## src/design/assert_macros.svh

```systemverilog
// Assertion macros shared by the scheduler RTL.
`ifndef ASSERT_MACROS_SVH
`define ASSERT_MACROS_SVH
`ifndef NO_ASSERTIONS
// Condition must hold at every clock edge outside reset.
`define FSTS_ASSERT_ALWAYS(lbl, cond) \
  lbl: assert property (@(posedge clk) disable iff (rst) (cond)) \
    else $error("assertion failed");
// Consequence must hold in the same cycle as the antecedent.
`define FSTS_ASSERT_IMP(lbl, ante, cons) \
  lbl: assert property (@(posedge clk) disable iff (rst) (ante) |-> (cons)) \
    else $error("assertion failed");
// Consequence must hold in the cycle after the antecedent.
`define FSTS_ASSERT_NEXT(lbl, ante, cons) \
  lbl: assert property (@(posedge clk) disable iff (rst) (ante) |=> (cons)) \
    else $error("assertion failed");
`else
`define FSTS_ASSERT_ALWAYS(lbl, cond)
`define FSTS_ASSERT_IMP(lbl, ante, cons)
`define FSTS_ASSERT_NEXT(lbl, ante, cons)
`endif
`endif

```

## src/design/fsts_pkg.sv

```systemverilog
// Sequencer step codes, jump conditions and microcode table of the scheduler.
package fsts_pkg;

  localparam int STEP_W = 4;

  localparam logic [STEP_W-1:0] S_IDLE      = 4'd0;
  localparam logic [STEP_W-1:0] S_DIV_INIT  = 4'd1;
  localparam logic [STEP_W-1:0] S_DIV_STEP  = 4'd2;
  localparam logic [STEP_W-1:0] S_LOAD_WR   = 4'd3;
  localparam logic [STEP_W-1:0] S_SCAN_INIT = 4'd4;
  localparam logic [STEP_W-1:0] S_SCAN_RD   = 4'd5;
  localparam logic [STEP_W-1:0] S_SCAN_END  = 4'd6;
  localparam logic [STEP_W-1:0] S_UPD_RD    = 4'd7;
  localparam logic [STEP_W-1:0] S_UPD_CALC  = 4'd8;
  localparam logic [STEP_W-1:0] S_UPD_WR    = 4'd9;
  localparam logic [STEP_W-1:0] S_IDLE_RES  = 4'd10;
  localparam logic [STEP_W-1:0] S_LAST      = S_IDLE_RES;

  localparam int JC_W = 3;

  localparam logic [JC_W-1:0] JC_NEXT      = 3'd0;
  localparam logic [JC_W-1:0] JC_JUMP      = 3'd1;
  localparam logic [JC_W-1:0] JC_DISPATCH  = 3'd2;
  localparam logic [JC_W-1:0] JC_LOOP_DIV  = 3'd3;
  localparam logic [JC_W-1:0] JC_LOOP_SCAN = 3'd4;
  localparam logic [JC_W-1:0] JC_NOT_FOUND = 3'd5;

  typedef struct packed {
    logic [JC_W-1:0]   jc;
    logic [STEP_W-1:0] target;
    logic              div_init;
    logic              div_step;
    logic              wr_load;
    logic              scan_init;
    logic              scan_rd;
    logic              rd_best;
    logic              since_calc;
    logic              wr_upd;
    logic              idle_res;
    logic              need_out;
  } cw_t;

  // Control store: one control word per sequencer step.
  function automatic cw_t ucode(input logic [STEP_W-1:0] s);
    cw_t cw;
    cw = '0;
    unique case (s)
      S_IDLE: begin
        cw.jc     = JC_DISPATCH;
        cw.target = S_SCAN_INIT;
      end
      S_DIV_INIT: begin
        cw.jc       = JC_NEXT;
        cw.div_init = 1'b1;
      end
      S_DIV_STEP: begin
        cw.jc       = JC_LOOP_DIV;
        cw.target   = S_DIV_STEP;
        cw.div_step = 1'b1;
      end
      S_LOAD_WR: begin
        cw.jc      = JC_JUMP;
        cw.target  = S_IDLE;
        cw.wr_load = 1'b1;
      end
      S_SCAN_INIT: begin
        cw.jc        = JC_NEXT;
        cw.scan_init = 1'b1;
      end
      S_SCAN_RD: begin
        cw.jc      = JC_LOOP_SCAN;
        cw.target  = S_SCAN_RD;
        cw.scan_rd = 1'b1;
      end
      S_SCAN_END: begin
        cw.jc = JC_NEXT;
      end
      S_UPD_RD: begin
        cw.jc      = JC_NOT_FOUND;
        cw.target  = S_IDLE_RES;
        cw.rd_best = 1'b1;
      end
      S_UPD_CALC: begin
        cw.jc         = JC_NEXT;
        cw.since_calc = 1'b1;
      end
      S_UPD_WR: begin
        cw.jc       = JC_JUMP;
        cw.target   = S_IDLE;
        cw.wr_upd   = 1'b1;
        cw.need_out = 1'b1;
      end
      S_IDLE_RES: begin
        cw.jc       = JC_JUMP;
        cw.target   = S_IDLE;
        cw.idle_res = 1'b1;
        cw.need_out = 1'b1;
      end
      default: begin
        cw.jc     = JC_JUMP;
        cw.target = S_IDLE;
      end
    endcase
    return cw;
  endfunction

endpackage

```

## src/design/fsts_ram.sv

```systemverilog
// Generic single-write, single-read RAM with registered read data.
module fsts_ram #(
  parameter int WIDTH = 8,
  parameter int DEPTH = 16
) (
  input  logic                     clk,
  input  logic                     we,
  input  logic [$clog2(DEPTH)-1:0] waddr,
  input  logic [WIDTH-1:0]         wdata,
  input  logic                     re,
  input  logic [$clog2(DEPTH)-1:0] raddr,
  output logic [WIDTH-1:0]         rdata
);

  logic [WIDTH-1:0] mem [DEPTH];

  always_ff @(posedge clk) begin
    if (we) begin
      mem[waddr] <= wdata;
    end
    if (re) begin
      rdata <= mem[raddr];
    end
  end

endmodule

```

## src/design/fair_share_tick_scheduler_top.sv

```systemverilog
// Fair-share tick scheduler: microcoded sequencer over a per-slot task record RAM.
// A load word has its vruntime increment 2^FRAC_BITS/prio formed by a restoring
// divider, one quotient bit a cycle. A tick word scans the slots, reading one slot
// record a cycle from the single read port. Its result word is valid the cycle after
// the last step.
// Synchronous reset clears the sequencer, the per-slot valid bits, the clock and the output.
`include "assert_macros.svh"

module fair_share_tick_scheduler_top #(
  parameter int SLOTS     = 16,
  parameter int FRAC_BITS = 16
) (
  input  logic        clk,
  input  logic        rst,
  input  logic        in_valid,
  output logic        in_ready,
  input  logic        func,
  input  logic [3:0]  slot,
  input  logic [15:0] arrival,
  input  logic [15:0] burst,
  input  logic [7:0]  prio,
  output logic        out_valid,
  input  logic        out_ready,
  output logic [3:0]  ran_slot,
  output logic        idle,
  output logic        finished,
  output logic [15:0] wait_total,
  output logic [15:0] turnaround,
  output logic [15:0] now
);

  localparam int IW = $clog2(SLOTS);
  localparam int QW = FRAC_BITS + 1;
  localparam int CW = $clog2(FRAC_BITS + 2);

  // One task slot as it sits in the record RAM.
  typedef struct packed {
    logic [15:0]   arrival;
    logic [15:0]   burst;
    logic [15:0]   remaining;
    logic [QW-1:0] incr;
    logic [31:0]   vrun;
    logic [15:0]   waiting;
    logic [15:0]   last_run;
  } rec_t;

  // Sequencer state. The control word of the current step drives the datapath below.
  logic [fsts_pkg::STEP_W-1:0] step;
  logic [fsts_pkg::STEP_W-1:0] step_next;
  fsts_pkg::cw_t               cw;
  logic                        go;
  logic                        accept_in;

  // Latched load word and the divider that forms the vruntime increment.
  logic [3:0]    ld_slot;
  logic [15:0]   ld_arr;
  logic [15:0]   ld_burst;
  logic [7:0]    div_w;
  logic [7:0]    div_r;
  logic [QW-1:0] div_q;
  logic [CW-1:0] div_cnt;
  logic [8:0]    div_sh;
  logic [8:0]    div_sub;
  logic          div_ge;
  logic [IW-1:0] ld_idx;
  logic          ld_ok;

  // Scan state: the minimum search runs one slot behind the RAM read address.
  logic [IW-1:0] scan_idx;
  logic          pend;
  logic [IW-1:0] pend_idx;
  logic          found;
  logic [IW-1:0] best;
  logic [31:0]   best_vr;
  logic          cand;
  logic          better;

  // Per-slot valid bits stand in for the reset value of the record RAM.
  logic [SLOTS-1:0] valid;
  logic [15:0]      clock_now;
  logic [15:0]      clock_next;

  // Update of the chosen slot.
  logic [15:0] ref_time;
  logic [15:0] since_q;
  logic [16:0] wait_sum;
  logic [15:0] wait_new;
  logic [32:0] vr_sum;
  logic [31:0] vr_new;
  logic [15:0] rem_new;
  logic [15:0] turn_new;

  // Record RAM ports.
  logic          ram_we;
  logic [IW-1:0] ram_waddr;
  rec_t          ram_wdata;
  logic          ram_re;
  logic [IW-1:0] ram_raddr;
  rec_t          ram_rdata;

  assign cw        = fsts_pkg::ucode(step);
  assign in_ready  = (step == fsts_pkg::S_IDLE);
  assign accept_in = in_valid && in_ready;

  // A step that produces a result waits while the output register still holds an
  // untaken word; every action of that step is held off along with the step counter.
  assign go = !(cw.need_out && out_valid && !out_ready);

  always_comb begin
    step_next = step + fsts_pkg::STEP_W'(1);
    unique case (cw.jc)
      fsts_pkg::JC_NEXT: begin
        step_next = step + fsts_pkg::STEP_W'(1);
      end
      fsts_pkg::JC_JUMP: begin
        step_next = cw.target;
      end
      fsts_pkg::JC_DISPATCH: begin
        if (!accept_in) begin
          step_next = step;
        end else if (func) begin
          step_next = cw.target;
        end else begin
          step_next = step + fsts_pkg::STEP_W'(1);
        end
      end
      fsts_pkg::JC_LOOP_DIV: begin
        if (div_cnt != CW'(1)) begin
          step_next = cw.target;
        end
      end
      fsts_pkg::JC_LOOP_SCAN: begin
        if (scan_idx != IW'(SLOTS - 1)) begin
          step_next = cw.target;
        end
      end
      fsts_pkg::JC_NOT_FOUND: begin
        if (!found) begin
          step_next = cw.target;
        end
      end
      default: begin
        step_next = fsts_pkg::S_IDLE;
      end
    endcase
    if (!go) begin
      step_next = step;
    end
  end

  always_ff @(posedge clk) begin
    if (rst) begin
      step <= fsts_pkg::S_IDLE;
    end else begin
      step <= step_next;
    end
  end

  // Input capture. A priority of zero weighs as one.
  always_ff @(posedge clk) begin
    if (accept_in) begin
      ld_slot  <= slot;
      ld_arr   <= arrival;
      ld_burst <= burst;
      div_w    <= (prio == 8'd0) ? 8'd1 : prio;
    end
  end

  // Restoring division of 2^FRAC_BITS by the weight: the dividend starts in the quotient
  // register and shifts out at the top while quotient bits shift in at the bottom.
  assign div_sh  = {div_r, div_q[QW-1]};
  assign div_ge  = (div_sh >= {1'b0, div_w});
  assign div_sub = div_sh - {1'b0, div_w};

  always_ff @(posedge clk) begin
    if (cw.div_init) begin
      div_r   <= 8'd0;
      div_q   <= {1'b1, {FRAC_BITS{1'b0}}};
      div_cnt <= CW'(QW);
    end else if (cw.div_step) begin
      div_r   <= div_ge ? div_sub[7:0] : div_sh[7:0];
      div_q   <= {div_q[QW-2:0], div_ge};
      div_cnt <= div_cnt - CW'(1);
    end
  end

  assign ld_idx = IW'(ld_slot);
  assign ld_ok  = (32'(ld_slot) < 32'(SLOTS));

  // A slot competes when it was loaded, still has time left and has arrived. Ties keep
  // the earlier, lower slot because only a strictly smaller vruntime replaces the best.
  assign cand   = pend && valid[pend_idx] && (ram_rdata.remaining != 16'd0) &&
                  (ram_rdata.arrival <= clock_now);
  assign better = cand && (!found || (ram_rdata.vrun < best_vr));

  always_ff @(posedge clk) begin
    if (rst) begin
      found <= 1'b0;
      pend  <= 1'b0;
    end else if (go) begin
      pend <= cw.scan_rd;
      if (cw.scan_init) begin
        found <= 1'b0;
      end else if (better) begin
        found <= 1'b1;
      end
    end
  end

  always_ff @(posedge clk) begin
    pend_idx <= scan_idx;
    if (cw.scan_init) begin
      scan_idx <= '0;
    end else if (cw.scan_rd) begin
      scan_idx <= scan_idx + IW'(1);
    end
    if (better) begin
      best    <= pend_idx;
      best_vr <= ram_rdata.vrun;
    end
  end

  // Waiting time since the slot last ran, or since arrival on its first run.
  assign ref_time = (ram_rdata.burst == ram_rdata.remaining) ? ram_rdata.arrival
                                                             : ram_rdata.last_run;

  always_ff @(posedge clk) begin
    if (cw.since_calc) begin
      since_q <= (clock_now >= ref_time) ? (clock_now - ref_time) : 16'd0;
    end
  end

  assign clock_next = (clock_now == 16'hFFFF) ? clock_now : (clock_now + 16'd1);
  assign wait_sum   = {1'b0, ram_rdata.waiting} + {1'b0, since_q};
  assign wait_new   = wait_sum[16] ? 16'hFFFF : wait_sum[15:0];
  assign vr_sum     = {1'b0, ram_rdata.vrun} + 33'(ram_rdata.incr);
  assign vr_new     = vr_sum[32] ? 32'hFFFF_FFFF : vr_sum[31:0];
  assign rem_new    = ram_rdata.remaining - 16'd1;
  assign turn_new   = (clock_next >= ram_rdata.arrival) ? (clock_next - ram_rdata.arrival)
                                                        : 16'd0;

  always_ff @(posedge clk) begin
    if (rst) begin
      clock_now <= 16'd0;
    end else if (go && (cw.wr_upd || cw.idle_res)) begin
      clock_now <= clock_next;
    end
  end

  always_ff @(posedge clk) begin
    if (rst) begin
      valid <= '0;
    end else if (cw.wr_load && ld_ok) begin
      valid[ld_idx] <= 1'b1;
    end
  end

  // Record RAM access. Reads and writes never fall in the same step.
  assign ram_re    = cw.scan_rd || (cw.rd_best && found);
  assign ram_raddr = cw.scan_rd ? scan_idx : best;
  assign ram_we    = (cw.wr_load && ld_ok) || (cw.wr_upd && go);
  assign ram_waddr = cw.wr_load ? ld_idx : best;

  always_comb begin
    ram_wdata = ram_rdata;
    if (cw.wr_load) begin
      ram_wdata.arrival   = ld_arr;
      ram_wdata.burst     = ld_burst;
      ram_wdata.remaining = ld_burst;
      ram_wdata.incr      = div_q;
      ram_wdata.vrun      = 32'd0;
      ram_wdata.waiting   = 16'd0;
      ram_wdata.last_run  = ld_arr;
    end else begin
      ram_wdata.remaining = rem_new;
      ram_wdata.vrun      = vr_new;
      ram_wdata.waiting   = wait_new;
      ram_wdata.last_run  = clock_next;
    end
  end

  fsts_ram #(
    .WIDTH ($bits(rec_t)),
    .DEPTH (SLOTS)
  ) u_rec_ram (
    .clk   (clk),
    .we    (ram_we),
    .waddr (ram_waddr),
    .wdata (ram_wdata),
    .re    (ram_re),
    .raddr (ram_raddr),
    .rdata (ram_rdata)
  );

  // Output register. A new word is loaded only when the previous one has been taken.
  always_ff @(posedge clk) begin
    if (rst) begin
      out_valid <= 1'b0;
    end else if (go && (cw.wr_upd || cw.idle_res)) begin
      out_valid <= 1'b1;
    end else if (out_ready) begin
      out_valid <= 1'b0;
    end
  end

  always_ff @(posedge clk) begin
    if (go && cw.wr_upd) begin
      ran_slot   <= 4'(best);
      idle       <= 1'b0;
      finished   <= (rem_new == 16'd0);
      wait_total <= wait_new;
      turnaround <= (rem_new == 16'd0) ? turn_new : 16'd0;
      now        <= clock_next;
    end else if (go && cw.idle_res) begin
      ran_slot   <= 4'd0;
      idle       <= 1'b1;
      finished   <= 1'b0;
      wait_total <= 16'd0;
      turnaround <= 16'd0;
      now        <= clock_next;
    end
  end

  `FSTS_ASSERT_ALWAYS(a_step_in_program, step <= fsts_pkg::S_LAST)
  `FSTS_ASSERT_NEXT(a_tick_starts_scan, accept_in && func, step == fsts_pkg::S_SCAN_INIT)
  `FSTS_ASSERT_IMP(a_update_hits_loaded_slot, ram_we && cw.wr_upd, valid[best])
  `FSTS_ASSERT_IMP(a_div_remainder_bound, cw.div_step, div_r < div_w)

endmodule
```

## config.mk

```make
export PLATFORM = sky130hd
export DESIGN_NAME = fair_share_tick_scheduler_top
export DESIGN_NICKNAME = d
export VERILOG_FILES = /design/src/design/fsts_pkg.sv /design/src/design/fsts_ram.sv /design/src/design/fair_share_tick_scheduler_top.sv
export VERILOG_INCLUDE_DIRS = /design/src /design/src/design
export SDC_FILE = /design/constraint.sdc
export NUM_CORES = 2
export LEC_CHECK = 0
export BUFFER_PORTS_ARGS = -buffer_cell sky130_fd_sc_hd__buf_2
export CAP_MARGIN = 15
export CORE_MARGIN = 3
export CORE_UTILIZATION = 40
export CTS_BUF_LIST = sky130_fd_sc_hd__clkbuf_8
export DETAILED_ROUTE_END_ITERATION = 8
export HOLD_SLACK_MARGIN = 0.15
export PLACE_DENSITY = 0.56
export SLEW_MARGIN = 20
export SYNTH_ARGS = -nofsm -noshare
export SYNTH_HDL_FRONTEND = slang
export SYNTH_SLANG_ARGS = --single-unit
```

## constraint.sdc

```tcl
create_clock -name clk -period 9 [get_ports clk]
set_input_delay 0 -clock clk [delete_from_list [all_inputs] [get_ports clk]]
set_output_delay 0 -clock clk [all_outputs]
set_load 0.02 [all_outputs]
```

==> flow_metrics.env <==
export IMPL_status="completed"
export IMPL_synthTopCellsByArea="edfxtp_1 (72%), mux4_2 (12%), nand2_1 (1.8%)"
export IMPL_cts_tree="done"
export IMPL_final_area_um2=111000
export IMPL_synthToLayoutAreaGrowth_pct=13.9
export IMPL_swShare=0.237
export IMPL_crit_slowest_cell="o311ai_4"
export IMPL_synth_cell_type_count=71
export IMPL_power_leakage_uw=0.0362
export IMPL_overflow=0
export IMPL_ys_seq_elements=2420
export IMPL_die_h_um=499
export IMPL_cp_start_kind="flop"
export IMPL_reg2reg_setup_slack_ps=3420
export IMPL_routed_wl_mm=248
export IMPL_postSynthCellCount=5311
export IMPL_placed_cell_area_um2=102000
export IMPL_fin_nets=5988
export IMPL_final_antenna_net_count=0
export IMPL_slew_headroom=0.258
export IMPL_avgViaCountPerCell=5.57
export IMPL_ys_flop_type="edfxtp_1"
export IMPL_avgSynthCellArea_um2=18.3
export IMPL_cts_sinks=2420
export IMPL_p_per_area_nw_per_um2=212
export IMPL_synthTopCellsByCount="edfxtp_1 (2342), mux4_2 (521), nand2_1 (473)"
export IMPL_fin_util=0.459
export IMPL_hold_path_depth=3
export IMPL_first_iter_violations=4732
export IMPL_total_power_uw=23500
export IMPL_critPathCaptureType="flop"
export IMPL_path_delay_family="compound AO/OA/AOI/OAI gates"
export IMPL_power_frac_comb=0.076
export IMPL_multiInputGateArea_um2=24100
export IMPL_clk_insertion_delay_late_ps=1090
export IMPL_nFillCells=20800
export IMPL_synth_top_area_frac=0.724
export IMPL_hold_viol=0
export IMPL_clk_pin_slew_ps=70
export IMPL_rsz0062_at_grt="false"
export IMPL_worst_hold_slack_ps=263
export IMPL_hold_path_class="input port to flop"
export IMPL_max_vdd_ir_drop_uv=152
export IMPL_die_x_um=499
export IMPL_cpPeakStageDelay_ps=850
export IMPL_vias=51800
export IMPL_core_um2=241000
export IMPL_setup_tns_final_ps=0
export IMPL_crit_required_ps=9790
export IMPL_async_flop_share=0
export IMPL_report_final_slew_viol_count=0
export IMPL_ios=105
export IMPL_grt_pass1_vias=53600
export IMPL_p_sw_uw=5570
export IMPL_p_int_uw=17900
export IMPL_firstDrtPassIters=6
export IMPL_r2r_end="turnaround[14]"
export IMPL_die_area_um2=249000
export IMPL_setup_viol_count_final=0
export IMPL_pwr_share_seq=0.547
export IMPL_synth_largest_area_cell="edfxtp_1"
export IMPL_fmax_ghz=0.179
export IMPL_portBuffers=104
export IMPL_antenna_found_initial=2
export IMPL_period_needed_ps=5580
export IMPL_synth_most_common_cell="edfxtp_1"
export IMPL_min_delay_start="arrival[9]"
export IMPL_cp_max_fo=16
export IMPL_clock_root_buffer="clkbuf_8"
export IMPL_clock_skew_ps=107
export IMPL_reg2reg_depth=14
export IMPL_hold_end="ld_arr[9]"
export IMPL_critPathBufInv=2
export IMPL_critical_path_arrival_ps=6370
export IMPL_cts_made_buffers=408
export IMPL_drive_gt1_frac=0.214
export IMPL_start_util=0.403
export IMPL_drcViolationCount=0
export IMPL_rows=180
export IMPL_max_slew_worst_pin_slew_ps=1110
export IMPL_period_share=0.620
export IMPL_power_share_clock=0.377
export IMPL_synth_area_um2=97100
export IMPL_gp_congestion=0.825
export IMPL_grt_pass1_wl_mm=367
export IMPL_grt_max_degree=140
export IMPL_cts_buffer_depth=4
export IMPL_drv_cap=0
export IMPL_crit_path_cell_trace="and3_1, nand3_1, nor4_2, buf_4, mux2i_1, inv_1, fa_1, a21o_1, a21oi_1, o21ai_0, a2111oi_0, nor2_1, o311ai_4, and3b_1"
export IMPL_synth_edf_count=2342
export IMPL_regArea_um2=71900
export IMPL_critPathKind="flop to flop"
export IMPL_yosysSeqAreaShare=0.740
export IMPL_reg2reg_from="clock_now[4]"
export IMPL_grt_util_all_layers=0.198
export IMPL_hpwl_mm=129
export IMPL_cts_resized=0
export IMPL_syn_num_nets=5495
export IMPL_avgRoutedWirePerCell_um=26.7
export IMPL_htreeDepth=5
export IMPL_ys_warnings_count=0
==> power groups by stage <==
stage	Sequential, µW	Clock (µW)	Combinational (µW)
floorplan	13000	0	1170
global placement	13100	0	1690
detailed placement	13100	0	1730
CTS	12900	9120	1780
global route	12900	9630	1960
finish	12900	8870	1780
==> metrics by stage <==
| stage | cells | setup slack [ps] |
|---|---|---|
| after global routing | 9297 | 3020 |
| after detailed placement | 8458 | 3610 |
| after floorplan | 5311 | 931 |
| after global placement | 8453 | 3540 |
| final | 9297 | 3420 |
| after CTS | 9291 | 3540 |
==> area by class of cell <==
type	count	share of cell area
Inverter	110	0.00373
Timing Repair Buffer	350	0.0278
Sequential cell	2420	0.650
Multi-Input combinational cell	2514	0.217
Clock buffer	425	0.0529
Clock inverter	289	0.0126
Antenna cell	4	0.0000905
Tap cell	3185	0.0360
==> kinds of logic (layout without fill, tap and decap cells) <==
logic type	Yosys count	in the layout	synth area share
mux	536	536	0.122
compound gates	668	668	0.0437
xor+xnor	115	115	0.0104
flops	2420	2420	0.740
simple gates	1060	1060	0.0498
other cells	0	4	0
buf+inv	377	1174	0.0158
fa+ha+maj	135	135	0.0178
==> sequential cells by signal, summed over array words and instances (netlist names), 5 cells and up <==
| name | count |
|---|---|
| clock_now | 16 |
| div_q | 17 |
| ld_burst | 16 |
| div_cnt | 5 |
| best_vr | 32 |
| now | 16 |
| ld_arr | 16 |
| u_rec_ram.mem | 2064 |
| since_q | 16 |
| div_r | 8 |
| wait_total | 16 |
| u_rec_ram.rdata | 129 |
| valid | 16 |
| turnaround | 16 |
| div_w | 8 |
==> worst register-to-register path: stages, from the launching register on <==
cell and delay (ps):
dfxtp_1 460, and3_1 340, nand3_1 280, nor4_2 360
buf_4 240, mux2i_1 370, inv_1 160, fa_1 430
a21o_1 200, a21oi_1 270, o21ai_0 250, a2111oi_0 650
nor2_1 200, o311ai_4 850, and3b_1 260
==> worst max-delay path by stage <==
stage / from / endpoint / slack [ps] / depth (start not counted)
floorplan: u_rec_ram.rdata[49] / best[0] / 930 / 9
global placement: step[0] / u_rec_ram.mem[15][71] / 3540 / 9
detailed placement: clock_now[4] / turnaround[14] / 3610 / 15
CTS: clock_now[4] / turnaround[14] / 3540 / 15
global route: clock_now[4] / turnaround[14] / 3020 / 15
finish: clock_now[4] / turnaround[14] / 3420 / 14
==> metal layers <==
layer | track usage | part of all wire | up-vias | wire (µm)
met5 | 0 | 0 | - | 0
met4 | 0.0480 | 0.019 | 0 | 4710
met3 | 0.0297 | 0.055 | 370 | 13600
met2 | 0.316 | 0.48 | 1629 | 118000
met1 | 0.287 | 0.45 | 27500 | 112000
li1 | - | - | 22300 | -
==> cells in the final DEF (no fill, tap or decap), types with 48 or more instances in the layout <==
cell,synthesis,layout
clkinv_1,0,79
xnor2_1,67,67
nand2_1,473,472
nor2_1,237,218
clkbuf_8,0,425
dlygate4sd3_1,0,118
buf_2,69,104
o21ai_0,99,88
a31oi_1,151,150
buf_4,5,97
a21oi_1,169,150
and2_1,147,147
dfxtp_1,78,78
ha_1,130,130
inv_1,110,270
mux4_2,521,521
xor2_1,48,48
a211oi_1,141,140
edfxtp_1,2342,2342
==> timing repair <==
action | in CTS | in global routing
hold endpoints to repair | 153 | 0
buffers inserted | 0 | 0
hold buffers | 119 | 0
No activity file was read; power rests on OpenSTA's default activity.
